`config.mk`:
```
export PLATFORM = sky130hd
export DESIGN_NAME = fct_plane_regs
export DESIGN_NICKNAME = d
export VERILOG_FILES = /design/src/design/frustum_cull_test_core_macros.svh /design/src/design/fct_pkg.sv /design/src/design/fct_plane_regs.sv
export SDC_FILE = /design/constraint.sdc
export NUM_CORES = 1
export LEC_CHECK = 0
export BUFFER_PORTS_ARGS = -buffer_cell sky130_fd_sc_hd__buf_2
export CAP_MARGIN = 20
export CORE_MARGIN = 10
export CORE_UTILIZATION = 55
export CTS_CLUSTER_DIAMETER = 150
export DETAILED_ROUTE_END_ITERATION = 8
export GPL_TIMING_DRIVEN = 0
export PLACE_DENSITY = 0.95
export SLEW_MARGIN = 40
export SYNTH_ARGS = -nofsm -noshare
export SYNTH_HDL_FRONTEND = slang
export SYNTH_SLANG_ARGS = --single-unit
```
`constraint.sdc`:
```
create_clock -name clk -period 1.1 [get_ports clk]
set_input_delay 0 -clock clk [delete_from_list [all_inputs] [get_ports clk]]
set_output_delay 0 -clock clk [all_outputs]
set_load 0.01 [all_outputs]
```
`src/design/frustum_cull_test_core_macros.svh`:
```
// Assertion macros for the frustum cull test core.
`ifndef FRUSTUM_CULL_TEST_CORE_MACROS_SVH
`define FRUSTUM_CULL_TEST_CORE_MACROS_SVH

`ifndef SYNTHESIS
// Same-cycle implication, checked on clk, off during reset.
`define FCT_ASSERT_NOW(label, ante, cons) \
	label: assert property (@(posedge clk) disable iff (!arst_n) (ante) |-> (cons)) \
		else $error("frustum cull check failed");
// Next-cycle implication, checked on clk, off during reset.
`define FCT_ASSERT_NEXT(label, ante, cons) \
	label: assert property (@(posedge clk) disable iff (!arst_n) (ante) |=> (cons)) \
		else $error("frustum cull check failed");
`else
`define FCT_ASSERT_NOW(label, ante, cons)
`define FCT_ASSERT_NEXT(label, ante, cons)
`endif

`endif

```
`src/design/fct_pkg.sv`:
```
// Types and constants shared by the frustum cull test core.
`timescale 1ns / 1ps
`default_nettype none
package fct_pkg;

	localparam int NUM_PLANES = 6;
	localparam int CFG_IDX_W  = 3;
	localparam int CFG_DATA_W = 64;
	localparam int COORD_W    = 16;
	localparam int RAD_W      = 15;
	localparam int OP_W       = 2;
	localparam int PROD_W     = 2 * COORD_W;
	// three products plus d plus radius, with margin
	localparam int SUM_W      = PROD_W + 3;

	localparam logic [OP_W-1:0] OP_POINT  = 2'd0;
	localparam logic [OP_W-1:0] OP_BOX    = 2'd1;
	localparam logic [OP_W-1:0] OP_TWO_PT = 2'd2;
	localparam logic [OP_W-1:0] OP_SPHERE = 2'd3;

	// Register layout: d in the top field, a in the bottom one.
	typedef struct packed {
		logic signed [COORD_W-1:0] d;
		logic signed [COORD_W-1:0] c;
		logic signed [COORD_W-1:0] b;
		logic signed [COORD_W-1:0] a;
	} plane_t;

	typedef struct packed {
		logic signed [COORD_W-1:0] x;
		logic signed [COORD_W-1:0] y;
		logic signed [COORD_W-1:0] z;
	} point_t;

	// Per-plane verdicts handed from a lane to the result logic.
	typedef struct packed {
		logic pt_first;
		logic pt_second;
		logic box;
		logic sphere;
	} plane_pass_t;

endpackage
`default_nettype wire

```
`src/design/fct_plane_regs.sv`:
```
// Plane configuration registers of the frustum cull test core.
`timescale 1ns / 1ps
`default_nettype none
module fct_plane_regs
	import fct_pkg::*;
(
	input  wire logic                  clk,
	input  wire logic                  arst_n,
	input  wire logic                  cfg_we,
	input  wire logic [CFG_IDX_W-1:0]  cfg_idx,
	input  wire logic [CFG_DATA_W-1:0] cfg_wdata,
	output plane_t                     planes [NUM_PLANES]
);

	plane_t plane_q [NUM_PLANES];

	always_ff @(posedge clk or negedge arst_n) begin
		if (!arst_n) begin
			for (int i = 0; i < NUM_PLANES; i++) begin
				plane_q[i] <= '0;
			end
		end else if (cfg_we) begin
			// indices past the last plane fall through and are dropped
			for (int i = 0; i < NUM_PLANES; i++) begin
				if (cfg_idx == CFG_IDX_W'(i)) begin
					plane_q[i] <= plane_t'(cfg_wdata);
				end
			end
		end
	end

	assign planes = plane_q;

endmodule
`default_nettype wire

```
==> Yosys cells after proc, flatten, opt, wreduce, memory -nomap -nowiden <==
Cells that the tools add are included.
{ "totals": {"mem_bits_rw": 0, "input_bits": 70, "register_bits": 384, "elab_cells": 36, "memories": 0, "latchBits": 0, "rom_bits": 0} }
{ "classes": {"n_lt_le_gt_ge": 0, "n_bitwise": 0, "shifts": 0, "eq_ne": 5, "div": 0, "n_mul": 0, "muxes": 0, "add_sub_neg": 0, "reduce_logical": 7} }
{ "ops": {"columns": ["cell", "count"], "rows": [
  ["$reduce_and A2 Y1", 6],
  ["$eq A3 B2 Y1 const B", 2],
  ["$eq A3 B3 Y1 const B", 2],
  ["$eq A3 B1 Y1 const B", 1],
  ["$logic_not A3 Y1", 1]
]} }

==> Longest topological paths before layout <==
{ "depth": {"word_depth": 2, "depth_mapped": 4, "ltp_nobuf": 2} }

==> Worst setup path before layout <==
Ideal clock, no wire load.
{ "synth_timing": {"kind": "input-to-reg", "from": "input cfg_idx[0]", "to": "register plane_q, in the netlist planes[320]", "setup_slack_ns": 0.024, "setup_time_ns": 0.125, "path_stages": 4, "required_time_ns": 0.975, "arrival_ns": 0.951, "path_cell_list": "nor4b_2 buf_6 buf_12 mux2_2"} }
{ "synth_via": {"elab_chain_cells": 2} }
{ "synth_rtl": {"columns": ["item", "line", "text"], "rows": [
  ["start: declaration", "fct_plane_regs.sv:10", "input wire logic [CFG_IDX_W-1:0] cfg_idx,"],
  ["$logic_not A3 Y1", "fct_plane_regs.sv:25", "if (cfg_idx == CFG_IDX_W'(i)) begin"],
  ["$reduce_and A2 Y1 (no line)", null, null],
  ["end signal: indexed assignment", "fct_plane_regs.sv:26", "plane_q[i] <= plane_t'(cfg_wdata);"],
  ["end: declaration", "fct_plane_regs.sv:15", "plane_t plane_q [NUM_PLANES];"]
]} }
Every way passes these cells.
A chain may end at the register's enable or synchronous reset.

==> Final worst setup path <==
{ "layout_timing": {"from": "register plane_q, in the netlist planes[285]", "to": "output planes[285] (netlist name)"} }
{ "layout_lines": {"columns": ["item", "line", "text"], "rows": [
  ["end: declaration", "fct_plane_regs.sv:12", "output plane_t planes [NUM_PLANES]"]
]} }
No word-level cell between the ends.

==> summary.md <==
| Metric | Value |
|---|---|
| Clock sink count | 384 |
| Max reg flops | 384 |
| Post-DP Area | 0.0182 mm² |
| Worst hold path type | input pin to asynchronous set/reset pin |
| Startpoint types | flip-flop |
| Critical path type | flip-flop to output pin |
| PortBufs | 453 |
| Share of cells above drive strength 1 | 67.8% |
| Slowest stage delay, CP | 0.44 ns |
| Worst EP arrival | 1.10 ns |
| Placed insts | 1652 |
| Chip height | 187 µm |
| Crit end category | output pin |
| EDFF count, synth | 0 |
| Number of global-route vias before repair | 11119 |
| Clock power frac | 30.2% |
| WP buf/inv | 1 |
| Most frequent cell after synthesis | dfrtp_1 |
| Measured slew at the worst slew-check pin | 0.395 ns |
| CTS H-tree depth | 2 |
| RePlAce Congestion | 0.828 |
| Syn avg cell area | 18.8 µm² |
| CP required | 1.10 ns |
| Total core area | 0.0276 mm² |
| Vias per cell | 5.53 |
| Final hold vios | 177 |
| Crit path max-delay family | flip-flops |
| Remaining global-route overflow | 0 |
| Post-synthesis register bit count | 384 |
| Switch share | 29.8% |
| Clock latency on the worst-skew pair | 0.51 ns |
| CTS Buffer Depth | 3 |
| Final HPWL from detailed placement | 31400 µm |
| Post-Place Setup Slack | -0.295 ns |
| Initial Util | 55.5% |
| TritonCTS Buffers | 39 |
| Layout Skew | 0 ns |
| Worst-path fanout max | 2 |
| Routed via count | 10032 |
| Routed Antenna Nets | 0 |
| Leakage | 10.0 nW |
| Async set-or-reset flop fraction in the synthesized netlist | 100% |
| Ys flop type | dfrtp_1 |
| CTS Hold Bufs | 64 |
| Psw | 13.2 mW |
| Crit path time final | 1.10 ns |
| Final Slew Violations | 0 |
| Final setup violation count | 1 |
| TritonCTS clock tree | done |
| Clk root buf | clkbuf_16 |
| Max-cap violations | 0 |
| Final hold slack | -0.636 ns |
| Final wirelength | 49600 µm |
| Post-route cell area | 0.0204 mm² |
| Drt first pass iters | 5 |
| Yosys warns | 0 |
| Outcome | finished with violations |
| Nets | 1475 |
| Post-synth top area share | 62.6% |
| Pin count of the biggest net entering global routing | 81 |
| Syn_nets | 886 |
| Peak VDD IR | 1.53 mV |
| Unrepaired setup endpoints after global routing | true |
| Max_slew headroom | 73.7% |
| Initial antenna violation count | 4 |
| Register area share after synthesis | 62.6% |
| Initial DRC count | 553 |
| Routed WL per cell | 27.3 µm |
| Post-Layout Cell Count | 1813 |
| Failing checks | negative hold slack, negative setup slack |
| Cell Int Power | 31.1 mW |
| Die width | 187 µm |
| Top post-synthesis cells by area | dfrtp_1, mux2_4, mux2_2 |
| First-pass GRT wire length | 74000 µm |
| GRT Overall Usage | 27.3% |
| Layout area overhead | 33.2% |
| Io pins | 454 |
| Top cells by count, synth | dfrtp_1, mux2_2, mux2_4 |
| Combinational share of power | 26.2% |
| CP Cell Sequence | buf_6 |
| Cell Area, Synth | 0.0153 mm² |
| Max Fclk | 905 MHz |
| DRC | 0 |
| PwrDens | 2170 mW/mm² |
| Worst-path clk slew | 0.07 ns |
| Syn Inst Count | 816 |
| Synth unique cells | 10 |
| Post-synth top area cell | dfrtp_1 |
| Row count | 61 |
| Fin crit share | 100% |
| Worst setup margin | -0.00455 ns |
| Slowest cell on the critical path | dfrtp_1 |
| Die Footprint | 0.0350 mm² |
| Sequential power share | 43.6% |
## cells by family (layout without fill, tap and decap cells)
kind of cell	Yosys count	count (layout)	share of synthesized area [%]
DFF	384	384	62.6
and+or+nand+nor	6	6	0.457
other	0	3	0
muxes	384	384	32.8
buffers and inverters	42	658	4.08
## cell usage in the layout (no fill, tap or decap), types with 5 or more instances in the layout
master	instances
buf_16	5
clkbuf_1	8
clkbuf_8	8
clkbuf_16	41
buf_6	16
buf_4	39
buf_2	441
mux2_4	190
dlygate4sd3_1	64
buf_12	24
clkinv_2	7
dfrtp_1	384
mux2_2	194
## timing repair
action,4_1_cts,5_1_grt
endpoints found under the setup margin,2,41
gates resized for setup,0,19
cloned,0,0
setup buffers,1,25
hold endpoints to repair,561,177
## layout make-up
type,count,area [µm²]
repair buffers,548,3330
fillers,1534,7200
clock buffers,57,1170
multi-input cells,390,5110
diodes,3,7.51
plain buffers,42,626
flip-flops and latches,384,9610
well taps,378,473
clock inverters,11,113
## metrics by stage
step | utilization (%) | power [mW] | setup TNS, ns | hold WS [ns]
after floorplan | - | 24.4 | 0 | -0.296
after global placement | 65.4 | 29.2 | -2721.66 | 0.304
after detailed placement | 66.0 | 29.9 | -91.49 | -0.0913
after CTS | 73.0 | 43.5 | -0.00932 | -0.637
after global routing | 73.9 | 45.8 | -0.127 | -0.631
final | 73.9 | 44.3 | -0.00455 | -0.636
## power by group through the flow
stage	Clock (mW)	Combinational (mW)	Sequential, mW
final	13.4	11.6	19.3
after global routing	14.1	12.1	19.6
after CTS	13.4	11.0	19.1
after detailed placement	0	10.7	19.2
after global placement	0	10.2	19.0
after floorplan	0	3.89	20.5
## path summary, 6_finish.rpt
kind / start / end / slack [ns] / cells after the start
setup / recovery: planes[285] / planes[285] / -0.005 / 1
hold / removal: arst_n / planes[75] / -0.64 / 1
setup reg to reg: planes[267] / planes[267] / 0.07 / 3
hold reg to reg: planes[27] / planes[27] / 0.50 / 1
max in group asynchronous: arst_n / planes[369] / 0.38 / 4
min in group clk: cfg_idx[2] / planes[372] / 0.15 / 4
## metal layers
metal,part of all wire [%],vias to the layer above,GRT usage [%]
met4,5.3,2,13.7
met3,6.7,164,6.41
met5,0.020,-,0
met1,35,5290,29.4
li1,-,4065,-
met2,53,511,49.4
No activity file was read; power rests on OpenSTA's default activity.
